**config.mk**
```make
export PLATFORM = sky130hd
export DESIGN_NAME = printf_spec_parser
export DESIGN_NICKNAME = d
export VERILOG_FILES = /design/src/rtl/core/psp_pkg.sv /design/src/rtl/core/printf_spec_parser.sv /design/src/rtl/core/psp_step.sv
export SDC_FILE = /design/constraint.sdc
export NUM_CORES = 1
export LEC_CHECK = 0
export BUFFER_PORTS_ARGS = -buffer_cell sky130_fd_sc_hd__buf_2
export CAP_MARGIN = 5
export CORE_MARGIN = 3
export CORE_UTILIZATION = 40
export DETAILED_ROUTE_END_ITERATION = 6
export PLACE_DENSITY = 0.57
export SYNTH_ARGS = -nofsm -noshare
export SYNTH_HDL_FRONTEND = slang
export SYNTH_SLANG_ARGS = --single-unit
```
**constraint.sdc**
```tcl
create_clock -name clk -period 12.3 [get_ports clk]
set_clock_uncertainty 0.1 [all_clocks]
set_input_delay 0.615 -clock clk [delete_from_list [all_inputs] [get_ports clk]]
set_output_delay 0.615 -clock clk [all_outputs]
set_load 0.02 [all_outputs]
```
**src/rtl/core/psp_pkg.sv**
```systemverilog
// Shared types and constants for the printf conversion specification parser.
// Used by psp_step and printf_spec_parser; depends on nothing else.

package psp_pkg;

  // Default sizes of the accumulators and the byte counter
  localparam int VALUE_BITS_DEF = 31;
  localparam int COUNT_BITS_DEF = 16;

  // Characters the parser recognises
  localparam logic [7:0] CH_NUL   = 8'h00;
  localparam logic [7:0] CH_SPACE = 8'h20;
  localparam logic [7:0] CH_HASH  = 8'h23;
  localparam logic [7:0] CH_STAR  = 8'h2A;
  localparam logic [7:0] CH_PLUS  = 8'h2B;
  localparam logic [7:0] CH_MINUS = 8'h2D;
  localparam logic [7:0] CH_DOT   = 8'h2E;
  localparam logic [7:0] CH_0     = 8'h30;
  localparam logic [7:0] CH_9     = 8'h39;
  localparam logic [7:0] CH_H     = 8'h68;
  localparam logic [7:0] CH_L     = 8'h6C;
  localparam logic [7:0] CH_Z     = 8'h7A;

  // Bit positions in the flag vector
  localparam int FLG_MINUS = 0;
  localparam int FLG_ZERO  = 1;
  localparam int FLG_PLUS  = 2;
  localparam int FLG_SPACE = 3;
  localparam int FLG_HASH  = 4;

  // Length modifier codes
  localparam logic [2:0] LEN_NONE = 3'd0;
  localparam logic [2:0] LEN_HH   = 3'd1;
  localparam logic [2:0] LEN_H    = 3'd2;
  localparam logic [2:0] LEN_LL   = 3'd3;
  localparam logic [2:0] LEN_L    = 3'd4;
  localparam logic [2:0] LEN_Z    = 3'd5;

  // Parser phases
  typedef enum logic [8:0] {
    PH_FLAGS  = 9'b000000001,
    PH_WDIG   = 9'b000000010,
    PH_WDONE  = 9'b000000100,
    PH_PSTART = 9'b000001000,
    PH_PDIG   = 9'b000010000,
    PH_PDONE  = 9'b000100000,
    PH_LEN_H  = 9'b001000000,
    PH_LEN_L  = 9'b010000000,
    PH_CONV   = 9'b100000000
  } psp_phase_t;

  // Narrow control state of the parser
  typedef struct packed {
    psp_phase_t  phase;
    logic [4:0]  flags;
    logic        prec_present;
    logic [2:0]  len;
  } psp_ctl_t;

  // One input transfer
  typedef struct packed {
    logic        [7:0]  ch;
    logic signed [31:0] star_arg;
  } psp_in_t;

  // One result transfer
  typedef struct packed {
    logic        left_just;
    logic        fill_zero;
    logic        plus_sign;
    logic        blank_sign;
    logic        hash_style;
    logic [30:0] field_width;
    logic        has_prec;
    logic [30:0] prec_value;
    logic [2:0]  length_code;
    logic [7:0]  conversion;
    logic [15:0] consumed;
  } psp_out_t;

endpackage

```
**src/rtl/core/printf_spec_parser.sv**
```systemverilog
// Top level of the printf conversion specification parser.
// Depends on psp_pkg and psp_step.
//
// Usage:
//   The input channel (in_valid, in_stall, in_data) carries the bytes that
//   follow a percent sign, one byte per transfer, each with a signed star
//   argument that is used when the byte is an asterisk in a width or
//   precision slot. The result channel (out_valid, out_stall, out_data)
//   carries one result per specification: flags, width, precision, length
//   code, conversion byte and byte count. A conversion byte or a NUL ends a
//   specification; all other bytes produce no result.
//   Throughput is one byte per cycle while in_stall is low. A byte lands in
//   the input register on its transfer and is parsed from there, which
//   updates the parsing state once per byte; the result of the byte that
//   ended a specification goes to the output register, which drives
//   out_valid, or to the skid register while the output register is held.
//   When the receiver stalls, the pending result holds in the output
//   register and one more result fits in a skid register; only when the skid
//   register is full and a byte waits in the input register does in_stall
//   rise. Bytes that produce no result flow on while the skid is empty.
//   Reset (rst_n low, synchronous) empties every stage and returns the parser
//   to the flags phase with all fields and the count cleared.

module printf_spec_parser #(
  parameter int VALUE_BITS = psp_pkg::VALUE_BITS_DEF,
  parameter int COUNT_BITS = psp_pkg::COUNT_BITS_DEF
) (
  input  logic              clk,
  input  logic              rst_n,
  input  logic              in_valid,
  output logic              in_stall,
  input  psp_pkg::psp_in_t  in_data,
  output logic              out_valid,
  input  logic              out_stall,
  output psp_pkg::psp_out_t out_data
);

  // Input register
  logic              s1_valid_r;
  psp_pkg::psp_in_t  s1_data_r;

  // Parser state
  psp_pkg::psp_ctl_t     ctl_r;
  psp_pkg::psp_ctl_t     ctl_nxt;
  logic [VALUE_BITS-1:0] width_r;
  logic [VALUE_BITS-1:0] width_nxt;
  logic [VALUE_BITS-1:0] prec_r;
  logic [VALUE_BITS-1:0] prec_nxt;
  logic [COUNT_BITS-1:0] cnt_r;
  logic [COUNT_BITS-1:0] cnt_nxt;

  // Output and skid registers
  logic              out_valid_r;
  psp_pkg::psp_out_t out_data_r;
  logic              skid_valid_r;
  psp_pkg::psp_out_t skid_data_r;

  logic              in_take;
  logic              adv;
  logic              out_take;
  logic              emit;
  psp_pkg::psp_out_t result;

  assign in_stall  = s1_valid_r & skid_valid_r;
  assign in_take   = in_valid & ~in_stall;
  assign adv       = s1_valid_r & ~skid_valid_r;
  assign out_take  = out_valid_r & ~out_stall;
  assign out_valid = out_valid_r;
  assign out_data  = out_data_r;

  psp_step #(
    .VALUE_BITS (VALUE_BITS),
    .COUNT_BITS (COUNT_BITS)
  ) u_step (
    .item_i    (s1_data_r),
    .ctl_i     (ctl_r),
    .width_i   (width_r),
    .prec_i    (prec_r),
    .cnt_i     (cnt_r),
    .ctl_nxt   (ctl_nxt),
    .width_nxt (width_nxt),
    .prec_nxt  (prec_nxt),
    .cnt_nxt   (cnt_nxt),
    .emit_o    (emit),
    .result_o  (result)
  );

  // Load the input register on a transfer, drop it once parsed
  always_ff @(posedge clk) begin
    if (!rst_n) begin
      s1_valid_r <= 1'b0;
    end else if (in_take) begin
      s1_valid_r <= 1'b1;
    end else if (adv) begin
      s1_valid_r <= 1'b0;
    end
  end

  always_ff @(posedge clk) begin
    if (in_take) s1_data_r <= in_data;
  end

  // Advance the parser state by one byte
  always_ff @(posedge clk) begin
    if (!rst_n) begin
      ctl_r.phase        <= psp_pkg::PH_FLAGS;
      ctl_r.flags        <= '0;
      ctl_r.prec_present <= 1'b0;
      ctl_r.len          <= psp_pkg::LEN_NONE;
      width_r            <= '0;
      prec_r             <= '0;
      cnt_r              <= '0;
    end else if (adv) begin
      ctl_r   <= ctl_nxt;
      width_r <= width_nxt;
      prec_r  <= prec_nxt;
      cnt_r   <= cnt_nxt;
    end
  end

  // Output register with skid: refill from skid first, else from the parser
  always_ff @(posedge clk) begin
    if (!rst_n) begin
      out_valid_r  <= 1'b0;
      skid_valid_r <= 1'b0;
    end else if (skid_valid_r) begin
      if (out_take) begin
        out_valid_r  <= 1'b1;
        skid_valid_r <= 1'b0;
      end
    end else if (adv && emit) begin
      if (!out_valid_r || out_take) begin
        out_valid_r <= 1'b1;
      end else begin
        skid_valid_r <= 1'b1;
      end
    end else if (out_take) begin
      out_valid_r <= 1'b0;
    end
  end

  always_ff @(posedge clk) begin
    if (skid_valid_r) begin
      if (out_take) out_data_r <= skid_data_r;
    end else if (adv && emit) begin
      if (!out_valid_r || out_take) begin
        out_data_r <= result;
      end else begin
        skid_data_r <= result;
      end
    end
  end

  // The skid register only fills behind a held output register
  a_skid_behind_out: assert property (@(posedge clk) disable iff (!rst_n)
    skid_valid_r |-> out_valid_r)
    else $error("skid register holds a result while output register is empty");

  // A finished specification leaves the parser cleared
  a_clear_after_emit: assert property (@(posedge clk) disable iff (!rst_n)
    (adv && emit) |=> (ctl_r.phase == psp_pkg::PH_FLAGS && cnt_r == '0 &&
                       width_r == '0 && prec_r == '0))
    else $error("parser state not cleared after a result");

  // The byte count never falls within a specification
  a_count_monotonic: assert property (@(posedge clk) disable iff (!rst_n)
    (adv && !emit) |=> (cnt_r >= $past(cnt_r)))
    else $error("byte count decreased inside a specification");

  // No precision value without a precision
  a_prec_absent_zero: assert property (@(posedge clk) disable iff (!rst_n)
    out_valid_r |-> (out_data_r.has_prec || out_data_r.prec_value == '0))
    else $error("precision value set without a precision");

endmodule

```
**src/rtl/core/psp_step.sv**
```systemverilog
// Next-state and result logic of the parser for one format byte.
// Depends on psp_pkg.

module psp_step #(
  parameter int VALUE_BITS = psp_pkg::VALUE_BITS_DEF,
  parameter int COUNT_BITS = psp_pkg::COUNT_BITS_DEF
) (
  input  psp_pkg::psp_in_t         item_i,
  input  psp_pkg::psp_ctl_t        ctl_i,
  input  logic [VALUE_BITS-1:0]    width_i,
  input  logic [VALUE_BITS-1:0]    prec_i,
  input  logic [COUNT_BITS-1:0]    cnt_i,
  output psp_pkg::psp_ctl_t        ctl_nxt,
  output logic [VALUE_BITS-1:0]    width_nxt,
  output logic [VALUE_BITS-1:0]    prec_nxt,
  output logic [COUNT_BITS-1:0]    cnt_nxt,
  output logic                     emit_o,
  output psp_pkg::psp_out_t        result_o
);

  localparam int AW = VALUE_BITS + 4;
  localparam logic [VALUE_BITS-1:0] VMAX = '1;
  localparam logic [COUNT_BITS-1:0] CMAX = '1;

  logic [7:0]            ch;
  logic [31:0]           raw;
  logic                  neg;
  logic [31:0]           mag32;
  logic [VALUE_BITS-1:0] star_val;
  logic                  is_digit;
  logic                  is_flag;
  logic [VALUE_BITS-1:0] dig_op;
  logic [AW-1:0]         prod;
  logic [VALUE_BITS-1:0] dig_val;
  logic [COUNT_BITS-1:0] cnt_bump;
  logic                  consume;
  logic                  tail_req;
  logic                  tail_dot;
  logic                  emit_req;

  assign ch  = item_i.ch;
  assign raw = item_i.star_arg;
  assign neg = raw[31];

  // Magnitude of the star argument, clamped to the accumulator range
  assign mag32    = neg ? (~raw + 32'd1) : raw;
  assign star_val = (mag32 > 32'(VMAX)) ? VMAX : mag32[VALUE_BITS-1:0];

  assign is_digit = (ch inside {[psp_pkg::CH_0:psp_pkg::CH_9]});
  assign is_flag  = (ch inside {psp_pkg::CH_MINUS, psp_pkg::CH_0, psp_pkg::CH_PLUS,
                                psp_pkg::CH_SPACE, psp_pkg::CH_HASH});

  // Shared times-ten-plus-digit unit; width phases use the width accumulator
  assign dig_op  = (ctl_i.phase == psp_pkg::PH_FLAGS || ctl_i.phase == psp_pkg::PH_WDIG)
                   ? width_i : prec_i;
  assign prod    = (AW'(dig_op) << 3) + (AW'(dig_op) << 1) + AW'(ch[3:0]);
  assign dig_val = (prod > AW'(VMAX)) ? VMAX : prod[VALUE_BITS-1:0];

  // Saturating byte counter increment
  assign cnt_bump = (cnt_i == CMAX) ? cnt_i : cnt_i + COUNT_BITS'(1);

  always_comb begin
    ctl_nxt   = ctl_i;
    width_nxt = width_i;
    prec_nxt  = prec_i;
    cnt_nxt   = cnt_i;
    consume   = 1'b0;
    tail_req  = 1'b0;
    tail_dot  = 1'b0;
    emit_req  = 1'b0;

    // Phase-specific handling
    case (ctl_i.phase)
      psp_pkg::PH_FLAGS: begin
        if (is_flag) begin
          case (ch)
            psp_pkg::CH_MINUS: ctl_nxt.flags[psp_pkg::FLG_MINUS] = 1'b1;
            psp_pkg::CH_0:     ctl_nxt.flags[psp_pkg::FLG_ZERO]  = 1'b1;
            psp_pkg::CH_PLUS:  ctl_nxt.flags[psp_pkg::FLG_PLUS]  = 1'b1;
            psp_pkg::CH_SPACE: ctl_nxt.flags[psp_pkg::FLG_SPACE] = 1'b1;
            default:           ctl_nxt.flags[psp_pkg::FLG_HASH]  = 1'b1;
          endcase
          consume = 1'b1;
        end else if (ch == psp_pkg::CH_STAR) begin
          if (neg) ctl_nxt.flags[psp_pkg::FLG_MINUS] = 1'b1;
          width_nxt     = star_val;
          ctl_nxt.phase = psp_pkg::PH_WDONE;
          consume       = 1'b1;
        end else if (is_digit) begin
          width_nxt     = dig_val;
          ctl_nxt.phase = psp_pkg::PH_WDIG;
          consume       = 1'b1;
        end else begin
          tail_req = 1'b1;
          tail_dot = 1'b1;
        end
      end
      psp_pkg::PH_WDIG: begin
        if (is_digit) begin
          width_nxt = dig_val;
          consume   = 1'b1;
        end else begin
          tail_req = 1'b1;
          tail_dot = 1'b1;
        end
      end
      psp_pkg::PH_WDONE: begin
        tail_req = 1'b1;
        tail_dot = 1'b1;
      end
      psp_pkg::PH_PSTART: begin
        if (ch == psp_pkg::CH_STAR) begin
          if (neg) begin
            ctl_nxt.prec_present = 1'b0;
            prec_nxt             = '0;
          end else begin
            prec_nxt = star_val;
          end
          ctl_nxt.phase = psp_pkg::PH_PDONE;
          consume       = 1'b1;
        end else if (is_digit) begin
          prec_nxt      = dig_val;
          ctl_nxt.phase = psp_pkg::PH_PDIG;
          consume       = 1'b1;
        end else begin
          tail_req = 1'b1;
        end
      end
      psp_pkg::PH_PDIG: begin
        if (is_digit) begin
          prec_nxt = dig_val;
          consume  = 1'b1;
        end else begin
          tail_req = 1'b1;
        end
      end
      psp_pkg::PH_PDONE: begin
        tail_req = 1'b1;
      end
      psp_pkg::PH_LEN_H: begin
        if (ch == psp_pkg::CH_H) begin
          ctl_nxt.len   = psp_pkg::LEN_HH;
          ctl_nxt.phase = psp_pkg::PH_CONV;
          consume       = 1'b1;
        end else begin
          emit_req = 1'b1;
        end
      end
      psp_pkg::PH_LEN_L: begin
        if (ch == psp_pkg::CH_L) begin
          ctl_nxt.len   = psp_pkg::LEN_LL;
          ctl_nxt.phase = psp_pkg::PH_CONV;
          consume       = 1'b1;
        end else begin
          emit_req = 1'b1;
        end
      end
      default: begin
        emit_req = 1'b1;
      end
    endcase

    // Precision start, length modifier, or else the conversion byte
    if (tail_req) begin
      if (tail_dot && ch == psp_pkg::CH_DOT) begin
        ctl_nxt.prec_present = 1'b1;
        prec_nxt             = '0;
        ctl_nxt.phase        = psp_pkg::PH_PSTART;
        consume              = 1'b1;
      end else if (ch == psp_pkg::CH_H) begin
        ctl_nxt.len   = psp_pkg::LEN_H;
        ctl_nxt.phase = psp_pkg::PH_LEN_H;
        consume       = 1'b1;
      end else if (ch == psp_pkg::CH_L) begin
        ctl_nxt.len   = psp_pkg::LEN_L;
        ctl_nxt.phase = psp_pkg::PH_LEN_L;
        consume       = 1'b1;
      end else if (ch == psp_pkg::CH_Z) begin
        ctl_nxt.len   = psp_pkg::LEN_Z;
        ctl_nxt.phase = psp_pkg::PH_CONV;
        consume       = 1'b1;
      end else begin
        emit_req = 1'b1;
      end
    end

    if (consume) cnt_nxt = cnt_bump;

    // Build the result from the state before this byte
    result_o.left_just   = ctl_i.flags[psp_pkg::FLG_MINUS];
    result_o.fill_zero   = ctl_i.flags[psp_pkg::FLG_ZERO];
    result_o.plus_sign   = ctl_i.flags[psp_pkg::FLG_PLUS];
    result_o.blank_sign  = ctl_i.flags[psp_pkg::FLG_SPACE];
    result_o.hash_style  = ctl_i.flags[psp_pkg::FLG_HASH];
    result_o.field_width = 31'(width_i);
    result_o.has_prec    = ctl_i.prec_present;
    result_o.prec_value  = 31'(prec_i);
    result_o.length_code = ctl_i.len;
    result_o.conversion  = ch;
    result_o.consumed    = (ch != psp_pkg::CH_NUL) ? 16'(cnt_bump) : 16'(cnt_i);

    // End of specification: back to the flags phase with cleared fields
    if (emit_req) begin
      ctl_nxt.phase        = psp_pkg::PH_FLAGS;
      ctl_nxt.flags        = '0;
      ctl_nxt.prec_present = 1'b0;
      ctl_nxt.len          = psp_pkg::LEN_NONE;
      width_nxt            = '0;
      prec_nxt             = '0;
      cnt_nxt              = '0;
    end
    emit_o = emit_req;
  end

endmodule
```
==> results.toml, run 1 <==
[logic_synthesis]
avgSynthCellArea_um2 = 11.10
syn_inst = 1528
yosysTopAreaCell = "edfxtp_1"
syn_nets = 1637
yosysMostFrequentCell = "edfxtp_1"
yosysTopAreaCellShare = 0.4073
synth.yosys.seq_area_share = 0.5242
synth_seq_cells = 329
yosys-top-cells-count = "edfxtp_1, nor2_1, mux2_2, a21oi_1, dfxtp_1"
synth_flop_cell = "edfxtp_1"
yosys_warnings = 0
yosysUniqueCellTypes = 84
syn-cell-area_um2 = 16960
synth_edf_count = 230
yosys-top-cells-area = "edfxtp_1, dfxtp_1, mux2_2"
async_reset_ff_frac = 0

[sta]
fin_crit_ns = 6.304
maxSlewViolCount = 0
fin_crit_sh = 0.5126
finalSetupViolCount = 0
rsz0062_at_grt = "no"
fmax_mhz = 158.6
slew_headroom = 0.2752
finalHoldViolations = 0
worst_pin_slew_ns = 1.083
setup_tns_ns = 0
layout_setup_ws_ns = 5.996

[power_and_ir_drop]
powerDensity_nw_per_um2 = 127.5
worst_ir_drop_vdd_mv = 0.07979
p_sw_mw = 0.5698
pwr-share-clk = 0.431
swShare = 0.2326
p_leak_nw = 7.453
seqPwrFrac = 0.504
internal_power_mw = 1.880
pwr-share-comb = 0.064

[critical_path]
crit_chain = "or4_4 > nor4_4 > buf_4 > mux2_2 > fa_1 > ha_1 > a211oi_1 > o21ai_0 > o21ai_0 > nand2_1 > a41oi_1 > mux2i_1 > nand4_1 > buf_4 > nor2_1 > o31ai_1"
required_ns = 12.60
setup.worst_path.start_class = "flip-flop"
crit_fanout = 33
end_kind = "flip-flop"
cp_slowest_stage_delay_ns = 0.59
cp_num_buf_inv = 2
arrival_ns = 6.60
slowest_stage = "or4_4"
crit_family = "simple AND/OR/NAND/NOR gates"
worstSetupPathType = "reg -> reg"

[floorplan]
die_area_um2 = 44900
initial_core_util = 0.4097
fp.dieH_um = 211.9
pin_count = 141
core_area_um2 = 41390
die_w_um = 211.9
rows = 74

[drt]
detail-route-antenna-nets = 0
vias = 12500
drc = 0
routed_via_density = 5.709
routedWlPerCell_um = 20.38
drt-initial-drc-count = 829
drt-total-wl_mm = 44.64
first_pass_iters = 5

[status]
status = "complete, no violations"

[cts]
cts_buffers = 37
cts_resized = 0
post-cts-setup-buffers = 0
cts_tree = "yes"
cts_max_level = 2
holdBufCountCts = 0
insertion_delay_ns = 0.55
cts_root_buf = "clkbuf_16"
clockBufferDepth = 3
cts_sinks = 329
clk_pin_slew_worst_paths_ns = 0.06

[placement]
io_buffers = 140
dpl.hpwl_mm = 30.21
placed_cells = 2123
dp_slack_ns = 5.983
routabilityCongestion = 0.8725

[cells_and_area]
area_growth_pct = 13.32
fin_nets = 1739
antennaDiodeCount = 0
drive_above_1_share = 0.2280
stdcell_count = 2190
nFillCells = 3857

[global_routing]
track_usage = 0.1993
grt_pass1_vias = 12390
grt_pass1_wl_mm = 71.06
grt_max_degree = 65
grt.overflow.total = 0
antenna_found_initial = 0

[min_path]
hold_class = "in -> reg"

[flow_run]
drv_cap = 0
## layout make-up
class	instances	area, um2	area share
clock inverter	15	102.6	0.005340
timing repair buffer	159	843.3	0.04389
tap	532	665.6	0.03464
inverter	23	86.33	0.004493
sequential	329	8892	0.4628
clock buffer	52	1045	0.05437
multi-input combinational	1080	7580	0.3945
## power groups by stage
stage / Clock [mW] / Combinational [mW] / Sequential [mW]
2_1_floorplan: 0 / 0.0854 / 1.28
3_3_place_gp: 0 / 0.158 / 1.26
3_5_place_dp: 0 / 0.159 / 1.26
4_1_cts: 1.09 / 0.159 / 1.24
5_1_grt: 1.13 / 0.172 / 1.24
6_report: 1.06 / 0.158 / 1.24
## flip-flops by register name (all words and copies together), names as in the netlist
| register | count |
|---|---|
| cnt_r | 16 |
| ctl_r | 18 |
| out_data | 95 |
| out_valid | 1 |
| prec_r | 31 |
| s1_data_r | 40 |
| s1_valid_r | 1 |
| skid_data_r | 95 |
| skid_valid_r | 1 |
| width_r | 31 |
## worst paths after layout
kind	startpoint	to	slack [ns]	cells after the start
max reg2reg	ctl_r[12]$_SDFFE_PN0P_	prec_r[15]$_SDFFE_PN0P_	6.00	16
min reg2reg	ctl_r[3]$_SDFFE_PN0P_	skid_data_r[58]$_DFFE_PP_	0.35	0
max	ctl_r[12]$_SDFFE_PN0P_	prec_r[15]$_SDFFE_PN0P_	6.00	16
min	in_data[30]	s1_data_r[30]$_DFFE_PP_	0.14	1
## cell usage in the layout (no fill, tap or decap), drive strengths merged, types with 35 or more instances in the layout
master,count
buf,159
nor2,166
mux2,125
o21ai,84
clkbuf,52
ha,63
nand2,87
xnor2,50
edfxtp,230
o31ai,35
dfxtp,99
a21oi,110
## metrics by stage
step	hold WS, ns	utilization	power, mW	instance area (um2)
2_1_floorplan	0.3199	-	1.364	16960
3_3_place_gp	0.3379	0.4365	1.416	18070
3_5_place_dp	0.3429	0.4365	1.418	18070
4_1_cts	0.1085	0.4643	2.481	19210
5_1_grt	0.1222	0.4643	2.536	19210
6_report	0.1445	0.4643	2.449	19210
## routing by layer
layer	GRT usage	wire length (um)	vias to the layer above
met3	0.02653	1942	69
met2	0.3325	21680	349
met4	0.07390	1192	0
met5	0	0	-
met1	0.2661	19830	6085
li1	-	-	6000
## logic make-up (layout without fill, tap and decap cells)
group / count (synthesis) / in the layout / synth area share
and+or+nand+nor: 421 / 421 / 0.1216
AOI/OAI and AO/OA: 399 / 399 / 0.1540
DFF: 329 / 329 / 0.5242
muxes: 131 / 131 / 0.08656
buffers and inverters: 119 / 249 / 0.03173
adders and majority gates: 65 / 65 / 0.04885
xor gates and xnor gates: 64 / 64 / 0.03306
No activity file was read; power rests on OpenSTA's default activity.
==> inputs of run 2 (changes only) <==
clock period = 6.5 ns   (was 12.3 ns; I/O delays follow)
==> run 2 against run 1 <==
Via count up 1.7%. First-iteration DRC count down 11%. Hold slack better by 0.082 ns. Combinational power up 100%.
==> results.toml, run 2 (same netlist as run 1, synthesis figures left out) <==
[placement]
dpl.hpwl_mm = 30.56
io_buffers = 140
placed_cells = 2123
routabilityCongestion = 0.9090
placed_area_um2 = 18080
dp_slack_ns = 0.6517

[power_and_ir_drop]
finalPower_mw = 4.844
internal_power_mw = 3.728
pwr-share-comb = 0.066
seqPwrFrac = 0.483
p_sw_mw = 1.116
pwr-share-clk = 0.451
swShare = 0.2303
powerDensity_nw_per_um2 = 244.7
p_leak_nw = 7.688
worst_ir_drop_vdd_mv = 0.1686

[critical_path]
cp_slowest_stage_delay_ns = 0.60
slowest_stage = "or4_4"
end_kind = "flip-flop"
r2r-start = "ctl_r[12]$_SDFFE_PN0P_"
rr_worst_depth = 16
cp_num_buf_inv = 2
reg2reg_to = "prec_r[23]$_SDFFE_PN0P_"
worstSetupPathType = "reg -> reg"
critPathMostFrequentCell = "o21ai_0"
crit_fanout = 33
crit_family = "compound AO/OA/AOI/OAI gates"
setup.worst_path.start_class = "flip-flop"
crit_chain = "or4_4 > nor4_4 > buf_12 > mux2_2 > fa_1 > ha_1 > a211oi_1 > o21ai_0 > o21ai_0 > nand2_1 > a41oi_1 > mux2i_1 > nand4_1 > buf_4 > a21oi_1 > o31ai_1"
required_ns = 6.80
r2r_setup_slack_ns = 0.62
arrival_ns = 6.17

[floorplan]
fp.dieH_um = 211.9
rows = 74
pin_count = 141
die_w_um = 211.9
core_area_um2 = 41390
die_area_um2 = 44900
initial_core_util = 0.4097

[cts]
clockBufferDepth = 3
cts_max_level = 2
insertion_delay_ns = 0.55
cts_root_buf = "clkbuf_16"
clk_pin_slew_worst_paths_ns = 0.06
post-cts-setup-buffers = 0
cts_buffers = 38
cts_tree = "yes"
cts_sinks = 329

[sta]
finalHoldViolations = 0
rsz0062_at_grt = "no"
layout_setup_ws_ns = 0.6238
fmax_mhz = 170.2
hold_slack_ns = 0.2267
slew_headroom = 0.1930
fin_crit_ns = 5.876
fin_crit_sh = 0.9040
setup_tns_ns = 0
finalSetupViolCount = 0
maxSlewViolCount = 0
worst_pin_slew_ns = 1.206

[cells_and_area]
area_growth_pct = 16.73
final_util = 0.4782
ff_latch_area_um2 = 8892
fin_nets = 1782
antennaDiodeCount = 0
nFillCells = 3790
stdcell_count = 2235
final_common_cell = "edfxtp_1"
final_cell_mix = "edfxtp_1, nor2_1, buf_2"
drive_above_1_share = 0.2255
fin_area_um2 = 19790
multi_input_area_um2 = 7580

[min_path]
hold_path_end = "ctl_r[0]$_SDFFE_PN0P_"
hold_class = "in -> reg"
hp-start = "rst_n"
min_path_cells = 2

[drt]
drc = 0
drt-initial-drc-count = 740
vias = 12710
drt-total-wl_mm = 45.09
first_pass_iters = 6
routed_via_density = 5.688
routedWlPerCell_um = 20.17
detail-route-antenna-nets = 0

[global_routing]
track_usage = 0.2013
grt.overflow.total = 0
grt_pass1_vias = 12840
antenna_found_initial = 0
grt_max_degree = 65
grt_pass1_wl_mm = 71.51

[status]
status = "complete, no violations"

[flow_run]
drv_cap = 0
[run 2: cell count changes in the layout (fill, tap and decap cells not counted)]
cell	change
dlygate4sd3_1	+42
clkinv_1	+3
clkinvlp_4	+3
buf_4	-1
clkbuf_8	+2
buf_12	+1
bufinv_16	+2
clkbuf_1	-6
clkinv_4	+3
clkbuf_16	+2
clkinv_2	-6
[run 2: per-layer routing]
| layer | vias up | GRT usage | wire (um) |
|---|---|---|---|
| met5 | - | 0 | 0 |
| met4 | 0 | 0.06697 | 1306 |
| met3 | 89 | 0.03320 | 2007 |
| met2 | 374 | 0.3459 | 21900 |
| met1 | 6169 | 0.2595 | 19870 |
| li1 | 6081 | - | - |
[run 2: how the worst max path moves through the flow]
stage	slack, ns	to	start	cells past startpoint
2_1_floorplan	0.93	out_data[0]$_DFFE_PP_	ctl_r[12]$_SDFFE_PN0P_	9
3_3_place_gp	0.81	prec_r[23]$_SDFFE_PN0P_	ctl_r[12]$_SDFFE_PN0P_	16
3_5_place_dp	0.65	prec_r[23]$_SDFFE_PN0P_	ctl_r[12]$_SDFFE_PN0P_	16
4_1_cts	0.60	prec_r[23]$_SDFFE_PN0P_	ctl_r[12]$_SDFFE_PN0P_	16
5_1_grt	0.15	prec_r[23]$_SDFFE_PN0P_	ctl_r[12]$_SDFFE_PN0P_	16
6_report	0.62	prec_r[23]$_SDFFE_PN0P_	ctl_r[12]$_SDFFE_PN0P_	16
[run 2: layout make-up]
type                    instances  area share
flip-flops and latches        329      0.4493
multi-input cells            1080      0.3830
repair buffers                201     0.06448
clock buffers                  50     0.05557
well taps                     532     0.03363
clock inverters                20    0.009735
inverters                      23    0.004362
[run 2: repair_timing]
action,in CTS,in global routing
hold buffers,42,0
resized for setup,0,0
endpoints found under the hold margin,43,0
[run 2: power by group through the flow]
stage | Clock (mW) | Combinational (mW) | Sequential (mW)
2_1_floorplan | 0 | 0.162 | 2.41
3_3_place_gp | 0 | 0.299 | 2.38
3_5_place_dp | 0 | 0.301 | 2.38
4_1_cts | 2.25 | 0.322 | 2.34
5_1_grt | 2.32 | 0.347 | 2.34
6_report | 2.19 | 0.319 | 2.34
==> inputs of run 3 (changes only) <==
CTS_BUF_LIST = sky130_fd_sc_hd__clkbuf_4   (was unset)
==> run 3 against run 2 <==
Sequential share of layout area is 0.088 points lower. Die area did not move. Combinational power barely moved. Non-clock buffer count grew 2. Register-to-register slack hardly changed. Global-route usage grew 0.20 points. Worst setup slack worse by 0.014 ns. Hold slack got worse by 0.069 ns. Utilization grew 0.094 points. Flip-flop and latch count unchanged. Via count up 2.5%. Cell count is 4.9% higher.
==> results.toml, run 3 (same netlist as run 1, synthesis figures left out) <==
[critical_path]
worstSetupPathType = "reg -> reg"
end_kind = "flip-flop"
arrival_ns = 6.43
r2r_setup_slack_ns = 0.61
slowest_stage = "or4_4"
reg2reg_to = "prec_r[23]$_SDFFE_PN0P_"
crit_end = "prec_r[23]$_SDFFE_PN0P_"
cp_num_buf_inv = 2
r2r-start = "ctl_r[12]$_SDFFE_PN0P_"
crit_chain = "or4_4 > nor4_4 > buf_12 > mux2_2 > fa_1 > ha_1 > a211oi_1 > o21ai_0 > o21ai_0 > nand2_1 > a41oi_1 > mux2i_1 > nand4_1 > buf_4 > a21oi_1 > o31ai_1"
crit_family = "compound AO/OA/AOI/OAI gates"
rr_worst_depth = 16
critPathMostFrequentCell = "o21ai_0"
required_ns = 7.04
crit_fanout = 33
cp.depth = 16
cp_slowest_stage_delay_ns = 0.60
cp-startpoint = "ctl_r[12]$_SDFFE_PN0P_"
setup.worst_path.start_class = "flip-flop"

[cts]
cts_sinks = 329
insertion_delay_ns = 0.78
clockBufferDepth = 3
cts_max_level = 3
cts_buffers = 92
cts_root_buf = "clkbuf_4"
post-cts-setup-buffers = 0
cts_tree = "yes"
clk_pin_slew_worst_paths_ns = 0.07
cts_resized = 0
holdBufCountCts = 44

[placement]
routabilityCongestion = 0.9090
dpl.hpwl_mm = 30.56
placed_cells = 2123
io_buffers = 140

[power_and_ir_drop]
powerDensity_nw_per_um2 = 237.3
p_leak_nw = 7.851
worst_ir_drop_vdd_mv = 0.1281

[cells_and_area]
area_growth_pct = 16.96
final_cell_mix = "edfxtp_1, nor2_1, clkbuf_4"
drive_above_1_share = 0.2667
stdcell_count = 2344
final_util = 0.4792
final_common_cell = "edfxtp_1"
fin_nets = 1838

[sta]
finalSetupViolCount = 0
finalHoldViolations = 0
slew_headroom = 0.1737
rsz0062_at_grt = "no"
fin_crit_sh = 0.9061
maxSlewViolCount = 0
fin_crit_ns = 5.890
worst_pin_slew_ns = 1.235
fmax_mhz = 169.8
setup_tns_ns = 0

[global_routing]
track_usage = 0.2034
grt_pass1_wl_mm = 72.28
grt_pass1_vias = 13230
grt_max_degree = 65
grt.overflow.total = 0
antenna_found_initial = 2

[drt]
drt-initial-drc-count = 781
routed_via_density = 5.558
routedWlPerCell_um = 19.38
vias = 13030
drt-total-wl_mm = 45.42
detail-route-antenna-nets = 0
drc = 0
first_pass_iters = 5

[floorplan]
fp.dieH_um = 211.9
die_area_um2 = 44900
initial_core_util = 0.4097
die_w_um = 211.9
core_area_um2 = 41390
pin_count = 141
rows = 74

[flow_run]
drv_cap = 0

[min_path]
hold_class = "in -> reg"
hp-start = "in_data[1]"

[status]
status = "complete, no violations"
run 3: changes by cell type in the layout (fill, tap and decap cells not counted), moves of 4 or more:
cell	before	now
clkbuf_8	4	0
clkinv_1	4	13
clkbuf_4	0	143
clkbuf_1	5	0
clkbuf_16	41	0
diode_2	0	5
run 3: report_power, final:
group	leakage (nW)	internal, mW	switching, mW
Sequential	3.04	2.29	0.0440
Clock	0.783	1.16	0.884
Combinational	4.03	0.117	0.202
run 3: routing by layer:
| layer | part of all wire | wire, um | track usage |
|---|---|---|---|
| met3 | 0.045 | 2055 | 0.04179 |
| met2 | 0.49 | 22220 | 0.3470 |
| met5 | 0 | 0 | 0 |
| met1 | 0.44 | 20030 | 0.2557 |
| met4 | 0.025 | 1115 | 0.07529 |
run 3: stage by stage:
| stage | power, mW | hold slack, ns | worst slack, ns | instance area, um2 |
|---|---|---|---|---|
| CTS | 4.780 | 0.07571 | 0.5946 | 19820 |
| detailed placement | 2.684 | 0.3500 | 0.6517 | 18080 |
| floorplan | 2.572 | 0.3199 | 0.9323 | 16960 |
| global route | 4.931 | 0.07016 | 0.1512 | 19830 |
| finish | 4.705 | 0.1573 | 0.6101 | 19830 |
| global placement | 2.681 | 0.3415 | 0.8093 | 18080 |
run 3: cell type report:
cell class,instances,area [um2]
Antenna cell,5,12.51
Fill cell,3840,21560
Sequential cell,329,8892
Clock inverter,29,225.2
Inverter,23,86.33
Clock buffer,143,1074
Timing Repair Buffer,203,1296
Multi-Input combinational cell,1080,7580
Tap cell,532,665.6
run 3: worst reg2reg max path: stages, from the launching register on:
cell and delay, ns:
dfxtp_1 0.40, or4_4 0.60, nor4_4 0.28, buf_12 0.27, mux2_2 0.40, fa_1 0.50, ha_1 0.33, a211oi_1 0.26
o21ai_0 0.24, o21ai_0 0.22, nand2_1 0.12, a41oi_1 0.60, mux2i_1 0.27, nand4_1 0.41, buf_4 0.42, a21oi_1 0.24
o31ai_1 0.11
run 3: worst min path at each step:
stage,depth (start not counted),slack (ns),end
2_1_floorplan,0,0.32,skid_data_r[58]$_DFFE_PP_
3_3_place_gp,0,0.34,skid_data_r[58]$_DFFE_PP_
3_5_place_dp,0,0.35,skid_data_r[58]$_DFFE_PP_
4_1_cts,2,0.08,s1_data_r[36]$_DFFE_PP_
5_1_grt,2,0.07,s1_data_r[16]$_DFFE_PP_
6_report,2,0.16,s1_data_r[1]$_DFFE_PP_
